<file path="config.mk">
export PLATFORM = sky130hd
export DESIGN_NAME = pixel_detector_packet_decoder_top
export DESIGN_NICKNAME = d
export VERILOG_FILES = /design/src/rtl/core/ppd_pkg.sv /design/src/rtl/core/ppd_decoder.sv /design/src/rtl/core/pixel_detector_packet_decoder_top.sv
export SDC_FILE = /design/constraint.sdc
export NUM_CORES = 1
export LEC_CHECK = 0
export ABC_AREA = 1
export BUFFER_PORTS_ARGS = -buffer_cell sky130_fd_sc_hd__buf_4
export CAP_MARGIN = 20
export CORE_UTILIZATION = 40
export CTS_CLUSTER_DIAMETER = 200
export DETAILED_ROUTE_END_ITERATION = 8
export PLACE_DENSITY_LB_ADDON = 0.1
export SLEW_MARGIN = 20
export SYNTH_ARGS = -nofsm -noshare
export SYNTH_HDL_FRONTEND = slang
export SYNTH_SLANG_ARGS = --single-unit
</file>
<file path="constraint.sdc">
create_clock -name clock -period 4.8 [get_ports clock]
set_input_delay 0 -clock clock [delete_from_list [all_inputs] [get_ports clock]]
set_output_delay 0 -clock clock [all_outputs]
set_load 0.02 [all_outputs]
</file>
<file path="src/rtl/core/ppd_pkg.sv">
// Shared types and constants for the pixel detector packet decoder.
package ppd_pkg;

   // Chunk header signature, bytes 0 to 2 of the header word.
   localparam logic [7:0] HDR_BYTE0 = 8'h54;
   localparam logic [7:0] HDR_BYTE1 = 8'h50;
   localparam logic [7:0] HDR_BYTE2 = 8'h58;

   // Packet type codes taken from the top byte of a data word.
   localparam logic [7:0] TOP_TDC    = 8'h6F;
   localparam logic [3:0] NIBBLE_HIT = 4'hB;

   // Chip layout codes; any other code is the quad layout.
   localparam logic [7:0] LAYOUT_SINGLE = 8'd0;
   localparam logic [7:0] LAYOUT_DOUBLE = 8'd1;
   localparam logic [7:0] LAYOUT_TRIPLE = 8'd2;

   // Layout offsets.
   localparam logic [9:0] OFFSET_SINGLE = 10'd260;
   localparam logic [9:0] FLIP_WIDE     = 10'd515;
   localparam logic [9:0] FLIP_NARROW   = 10'd255;

   localparam int unsigned WORDS_LEFT_W = 13;
   localparam int unsigned STAMP_W      = 30;

   // One decoded hit.
   typedef struct packed {
      logic [9:0]  pos_x;
      logic [9:0]  pos_y;
      logic [9:0]  over_threshold;
      logic [13:0] arrival_coarse;
      logic [3:0]  arrival_fine;
      logic [31:0] flight_time;
      logic [29:0] full_time;
   } result_type;

endpackage

</file>
<file path="src/rtl/core/ppd_decoder.sv">
// Chunk tracking state and per-word hit decode.
module ppd_decoder (
   input  logic                clock,
   input  logic                reset,
   input  logic                step,
   input  logic [63:0]         word,
   output logic                hit,
   output ppd_pkg::result_type result
);

   logic [ppd_pkg::WORDS_LEFT_W-1:0] words_left_ff, words_left_in;
   logic [7:0]                       layout_ff, layout_in;
   logic [ppd_pkg::STAMP_W-1:0]      stamp_ff, stamp_in;

   logic        in_chunk;
   logic        is_header;
   logic        is_tdc;
   logic        is_hit;
   logic [7:0]  top;
   logic [15:0] pa;
   logic [7:0]  col;
   logic [7:0]  row;
   logic [29:0] full;

   // Word classification.
   assign top       = word[63:56];
   assign in_chunk  = (words_left_ff != '0);
   assign is_header = !in_chunk && (word[7:0] == ppd_pkg::HDR_BYTE0)
                      && (word[15:8] == ppd_pkg::HDR_BYTE1)
                      && (word[23:16] == ppd_pkg::HDR_BYTE2);
   assign is_tdc    = in_chunk && (top == ppd_pkg::TOP_TDC);
   assign is_hit    = in_chunk && (top[7:4] == ppd_pkg::NIBBLE_HIT);

   // Pixel address split; the column and row sums never carry, so they pack.
   assign pa  = word[59:44];
   assign col = {pa[15:9], pa[2]};
   assign row = {pa[8:3], pa[1:0]};

   // Spider time and coarse arrival occupy disjoint bits of the full time.
   assign full = {word[15:0], word[43:30]};

   // Chunk state update for a consumed word.
   always_comb begin
      words_left_in = words_left_ff;
      layout_in     = layout_ff;
      stamp_in      = stamp_ff;
      if (step) begin
         if (in_chunk) begin
            words_left_in = words_left_ff - ppd_pkg::WORDS_LEFT_W'(1);
            if (is_tdc) begin
               stamp_in = word[41:12];
            end
         end else if (is_header) begin
            words_left_in = word[63:51];
            layout_in     = word[39:32];
         end
      end
   end

   always_ff @(posedge clock) begin
      if (reset) begin
         words_left_ff <= '0;
         layout_ff     <= '0;
         stamp_ff      <= '0;
      end else begin
         words_left_ff <= words_left_in;
         layout_ff     <= layout_in;
         stamp_ff      <= stamp_in;
      end
   end

   // Hit fields with the layout adjustment.
   always_comb begin
      result.over_threshold = word[29:20];
      result.arrival_coarse = word[43:30];
      result.arrival_fine   = word[19:16];
      result.full_time      = full;
      result.flight_time    = {2'b00, full} - {2'b00, stamp_ff};
      case (layout_ff)
         ppd_pkg::LAYOUT_SINGLE: begin
            result.pos_x = {2'b00, col} + ppd_pkg::OFFSET_SINGLE;
            result.pos_y = {2'b00, row};
         end
         ppd_pkg::LAYOUT_DOUBLE: begin
            result.pos_x = ppd_pkg::FLIP_WIDE - {2'b00, col};
            result.pos_y = ppd_pkg::FLIP_WIDE - {2'b00, row};
         end
         ppd_pkg::LAYOUT_TRIPLE: begin
            result.pos_x = ppd_pkg::FLIP_NARROW - {2'b00, col};
            result.pos_y = ppd_pkg::FLIP_WIDE - {2'b00, row};
         end
         default: begin
            result.pos_x = {2'b00, col};
            result.pos_y = {2'b00, row};
         end
      endcase
   end

   assign hit = step && is_hit;

endmodule

</file>
<file path="src/rtl/core/pixel_detector_packet_decoder_top.sv">
// Top level of the pixel detector packet decoder.
//
// The req channel carries one raw 64-bit packet per transaction, byte 0 in
// the low bits. A header word opens a chunk and sets the chip layout; words
// inside the chunk are decoded, TDC words update the stored stamp, and each
// hit word yields exactly one transaction on the rsp channel. Other words
// give no result.
// Pipeline: an input register, then the decode and chunk state update, then
// a result register; a hit word passes through both registers to rsp.
// Throughput is one packet per cycle while rsp is not stalled, set by the
// single decode stage that also owns the chunk state.
// When the receiver stalls, the result register holds and the input register
// still takes one more packet; req_ready then drops until rsp drains.
// A synchronous reset empties both registers, closes any open chunk and
// clears the layout code and the TDC stamp to zero.
module pixel_detector_packet_decoder_top (
   input  logic        clock,
   input  logic        reset,
   input  logic        req_valid,
   output logic        req_ready,
   input  logic [63:0] req_word,
   output logic        rsp_valid,
   input  logic        rsp_ready,
   output logic [9:0]  rsp_pos_x,
   output logic [9:0]  rsp_pos_y,
   output logic [9:0]  rsp_over_threshold,
   output logic [13:0] rsp_arrival_coarse,
   output logic [3:0]  rsp_arrival_fine,
   output logic [31:0] rsp_flight_time,
   output logic [29:0] rsp_full_time
);

   logic                s1_valid_ff, s1_valid_in;
   logic [63:0]         s1_word_ff, s1_word_in;
   logic                rsp_valid_ff, rsp_valid_in;
   ppd_pkg::result_type rsp_data_ff, rsp_data_in;
   logic                advance;
   logic                hit;
   ppd_pkg::result_type result;

   // The input stage moves on when the result register is free or draining.
   assign advance   = s1_valid_ff && (!rsp_valid_ff || rsp_ready);
   assign req_ready = !s1_valid_ff || advance;

   // Input register.
   always_comb begin
      s1_valid_in = s1_valid_ff;
      s1_word_in  = s1_word_ff;
      if (req_ready) begin
         s1_valid_in = req_valid;
         s1_word_in  = req_word;
      end
   end

   ppd_decoder u_decoder (
      .clock  (clock),
      .reset  (reset),
      .step   (advance),
      .word   (s1_word_ff),
      .hit    (hit),
      .result (result)
   );

   // Result register.
   always_comb begin
      rsp_valid_in = rsp_valid_ff && !rsp_ready;
      rsp_data_in  = rsp_data_ff;
      if (advance) begin
         rsp_valid_in = hit;
      end
      if (hit) begin
         rsp_data_in = result;
      end
   end

   always_ff @(posedge clock) begin
      if (reset) begin
         s1_valid_ff  <= 1'b0;
         rsp_valid_ff <= 1'b0;
      end else begin
         s1_valid_ff  <= s1_valid_in;
         rsp_valid_ff <= rsp_valid_in;
      end
   end

   always_ff @(posedge clock) begin
      s1_word_ff  <= s1_word_in;
      rsp_data_ff <= rsp_data_in;
   end

   assign rsp_valid          = rsp_valid_ff;
   assign rsp_pos_x          = rsp_data_ff.pos_x;
   assign rsp_pos_y          = rsp_data_ff.pos_y;
   assign rsp_over_threshold = rsp_data_ff.over_threshold;
   assign rsp_arrival_coarse = rsp_data_ff.arrival_coarse;
   assign rsp_arrival_fine   = rsp_data_ff.arrival_fine;
   assign rsp_flight_time    = rsp_data_ff.flight_time;
   assign rsp_full_time      = rsp_data_ff.full_time;

   // A held input word must not change while the output side is blocked.
   a_s1_hold: assert property (@(posedge clock) disable iff (reset)
      s1_valid_ff && !advance |=> s1_valid_ff && $stable(s1_word_ff))
      else $error("input stage changed while stalled");

   // Taking a new word while the input stage is full needs it to move on.
   a_no_overwrite: assert property (@(posedge clock) disable iff (reset)
      req_valid && req_ready && s1_valid_ff |-> advance)
      else $error("input stage overwritten");

   // A hit is only produced for a word being consumed.
   a_hit_step: assert property (@(posedge clock) disable iff (reset)
      hit |-> advance)
      else $error("hit without a consumed word");

   // Adjusted pixel positions stay inside the assembled sensor area.
   a_pos_range: assert property (@(posedge clock) disable iff (reset)
      rsp_valid_ff |-> (rsp_data_ff.pos_x <= 10'd515) && (rsp_data_ff.pos_y <= 10'd515))
      else $error("pixel position out of range");

   // The full time carries the coarse arrival in its low bits.
   a_full_time: assert property (@(posedge clock) disable iff (reset)
      rsp_valid_ff |-> rsp_data_ff.full_time[13:0] == rsp_data_ff.arrival_coarse)
      else $error("full time does not match coarse arrival");

endmodule
</file>
==> flow_summary.ini <==
[drt]
routed_wl_um = 25360
num_vias = 7982
drt-pass1-iter-count = 5
wire_per_inst_um = 15.04
vias_per_cell = 4.734
ant_nets = 0
drtIter0Drc = 464
drcViolationCount = 0

[logic_synthesis]
async_flop_share_pct = 0
synth_edf_count = 159
syn-instance-count = 1100
muxShareOfSynthArea_pct = 0
synth-main-ff-cell = edfxtp_1
ys_types = 39
synth_fa_ha_area_share_pct = 4.410
synthSimpleGateAreaFrac_pct = 20.92
ys_warn_count = 0
syn-num-nets = 1203
syn_avg_cell_area_um2 = 9.182
synth_compound_area_share_pct = 7.099
ys_seq_area_share_pct = 57.78
synth-xor-area-share_pct = 2.168
ys_ff_latch = 212
synth_top_family_by_area = simple AND/OR/NAND/NOR gates
syn_area_mm2 = 0.01010

[die]
row_count = 57
die_w_um = 160.9
core_mm2 = 0.02453
die_h_um = 160.9
floorplan.initialDensity_pct = 41.17
io_pins = 180
dieArea_mm2 = 0.02589

[sta]
relSlewSlack_pct = 38.90
setup_slack_ns = 2.090
setup_violations = 0
setup_tns_ns = 0
maxSlewViolCount = 0
finalCriticalPeriod_ns = 2.710
skew_ns = 0.01788
rsz0062_at_grt = false
worst_slew_pin_slew_ns = 0.9156
final-hold-violation-count = 0
clock.fmax_mhz = 369.1
timing.final.crit_share_pct = 56.45
hold_slack_ns = 0.1946

[power_and_ir_drop]
power.clock.fraction_pct = 29.4
power_frac_seq_pct = 36.5
pwr_density_cell_mw_per_mm2 = 452.8
p_switching_mw = 2.090
power.internal_mw = 3.867
switching_share_pct = 35.08
power_leakage_nw = 5.636
vdd_drop_max_uv = 608.6
p_comb_share_pct = 34.2

[clock_tree]
post_cts_resized = 0
cts_buffers = 23
path_clk_slew_ns = 0.06
postCtsSetupBuffers = 0
cts.sinks = 212
htree_levels = 1
clockBufferDepth = 3
clk-insertion-delay-late_ns = 0.52
postCtsHoldBufs = 69
cts_root_buf = clkbuf_16
cts_tree = yes

[layout]
fin_area_mm2 = 0.01315
area_growth_pct = 30.24
fin_nets = 1448
drive_above_1_share_pct = 16.74
final_cells = 1686
antenna_cells = 0

[global_routing]
grt_util_all_layers_pct = 19.78
antenna_found_initial = 0
grt_overflow_total = 0
grt_pass1_vias = 7671
grt_first_pass_wirelength_um = 39900
grt_max_degree = 67

[worst_setup_path]
worstSetupEndpointType = flop
critPathKind = reg -> reg
worstSetupStartpoint = u_decoder.words_left_ff[0]
cp_max_fo = 56
critical_path_required_ns = 4.98
startpoint_type = flop
rr_startpoint = u_decoder.words_left_ff[0]
cp.arrival_ns = 2.89

[run]
drv_cap = 0

[placed_design]
place_inst = 1574
postPlaceCellArea_mm2 = 0.01168
port_buffers = 179
gp_congestion = 0.9551
place_hpwl_um = 18550
pre_cts_ws_ns = 2.073

[worst_hold_path]
hold_path.class = in -> reg
min_from = req_word[62]

[run_status]
outcome = completed
synthesized netlist by cell type (3+ instances only):
master | instances | area [um2]
nor3_1 | 11 | 55.05
clkbuf_1 | 6 | 22.52
o21ai_0 | 47 | 235.2
nor2_4 | 3 | 33.78
nand3_1 | 63 | 315.3
a21oi_1 | 71 | 355.3
nand2_1 | 291 | 1092
o21ai_1 | 8 | 40.04
inv_1 | 149 | 559.3
nand4_1 | 12 | 75.07
xor2_1 | 20 | 175.2
dfxtp_1 | 53 | 1061
ha_1 | 34 | 425.4
buf_4 | 18 | 135.1
xnor2_1 | 5 | 43.79
nor2_1 | 116 | 435.4
edfxtp_1 | 159 | 4775
o2111ai_1 | 3 | 26.28
buf_2 | 6 | 30.03
stage by stage:
step,power (mW),util [%]
2_1_floorplan,3.801,-
3_3_place_gp,4.232,47.62
3_5_place_dp,4.214,47.62
4_1_cts,6.027,53.50
5_1_grt,6.380,53.62
6_report,5.956,53.62
power groups by stage:
| stage | registers [mW] | logic, mW | clock network, mW |
|---|---|---|---|
| 3_5_place_dp | 2.21 | 2.00 | 0 |
| 2_1_floorplan | 2.20 | 1.60 | 0 |
| 3_3_place_gp | 2.21 | 2.02 | 0 |
| 6_report | 2.17 | 2.04 | 1.75 |
| 4_1_cts | 2.17 | 2.05 | 1.80 |
| 5_1_grt | 2.19 | 2.33 | 1.87 |
layout by cell type, fill, tap and decap left out, types with 2 or more instances in the layout:
cell type / synthesis / layout
a21oi_1: 71 / 71
and2_1: 2 / 2
buf_4: 18 / 182
bufinv_16: 0 / 2
clkbuf_1: 6 / 8
clkbuf_16: 0 / 24
clkbuf_8: 0 / 2
clkinv_1: 0 / 2
clkinv_2: 0 / 2
dfxtp_1: 53 / 53
dlygate4sd3_1: 0 / 69
edfxtp_1: 159 / 159
ha_1: 34 / 34
inv_1: 149 / 148
inv_2: 2 / 2
nand2_1: 291 / 291
nand2_4: 2 / 2
nand3_1: 63 / 62
nand4_1: 12 / 12
nor2_1: 116 / 116
nor2_4: 3 / 3
nor3_1: 11 / 11
o2111ai_1: 3 / 3
o211ai_1: 2 / 2
o21ai_0: 47 / 47
o21ai_1: 8 / 8
o21bai_1: 2 / 2
xnor2_1: 5 / 5
xor2_1: 20 / 20
worst max-delay path, stage by stage (launching register included):
cell	delay, ns
dfxtp_1	0.33
inv_1	0.07
ha_1	0.26
nand2_1	0.18
nor2_4	0.08
nand2_2	0.23
nand3_1	0.19
inv_4	0.58
buf_4	0.42
registers in the layout, indices dropped and copies added (netlist names), 4 cells and up:
name and count:
rsp_arrival_fine 4, rsp_over_threshold 10, rsp_full_time 17, u_decoder.words_left_ff 13
rsp_arrival_coarse 13, rsp_flight_time 31, u_decoder.layout_ff 8, u_decoder.stamp_ff 30
rsp_pos_y 10, rsp_pos_x 10, s1_word_ff 64
final timing paths:
kind	cells after the start	slack (ns)	to
max	8	2.09	rsp_flight_time[8]
min	2	0.19	s1_word_ff[62]
max reg2reg	8	2.09	rsp_flight_time[8]
min reg2reg	0	0.46	rsp_over_threshold[9]
layout make-up:
class,count,area (um2)
Fill cell,2278,11380
Sequential cell,212,5836
Multi-Input combinational cell,705,3507
Timing Repair Buffer,252,2085
Clock buffer,34,658.1
Inverter,151,569.3
Tap cell,324,405.4
Clock inverter,8,93.84
layer usage:
layer	vias to the layer above	track usage (%)	share of wire [%]
met3	33	3.177	4.5
met5	-	0	0
li1	4098	-	-
met4	0	5.832	2.6
met2	177	34.17	49
met1	3674	25.44	44
logic make-up (layout without fill, tap and decap cells):
kind of cell | Yosys count | in the layout
buffers and inverters | 183 | 445
flip-flops | 212 | 212
XOR/XNOR | 25 | 25
AO/OA/AOI/OAI | 137 | 137
AND/OR/NAND/NOR | 508 | 508
adder cells (fa/ha/maj) | 35 | 35
No activity file was read; power rests on OpenSTA's default activity.
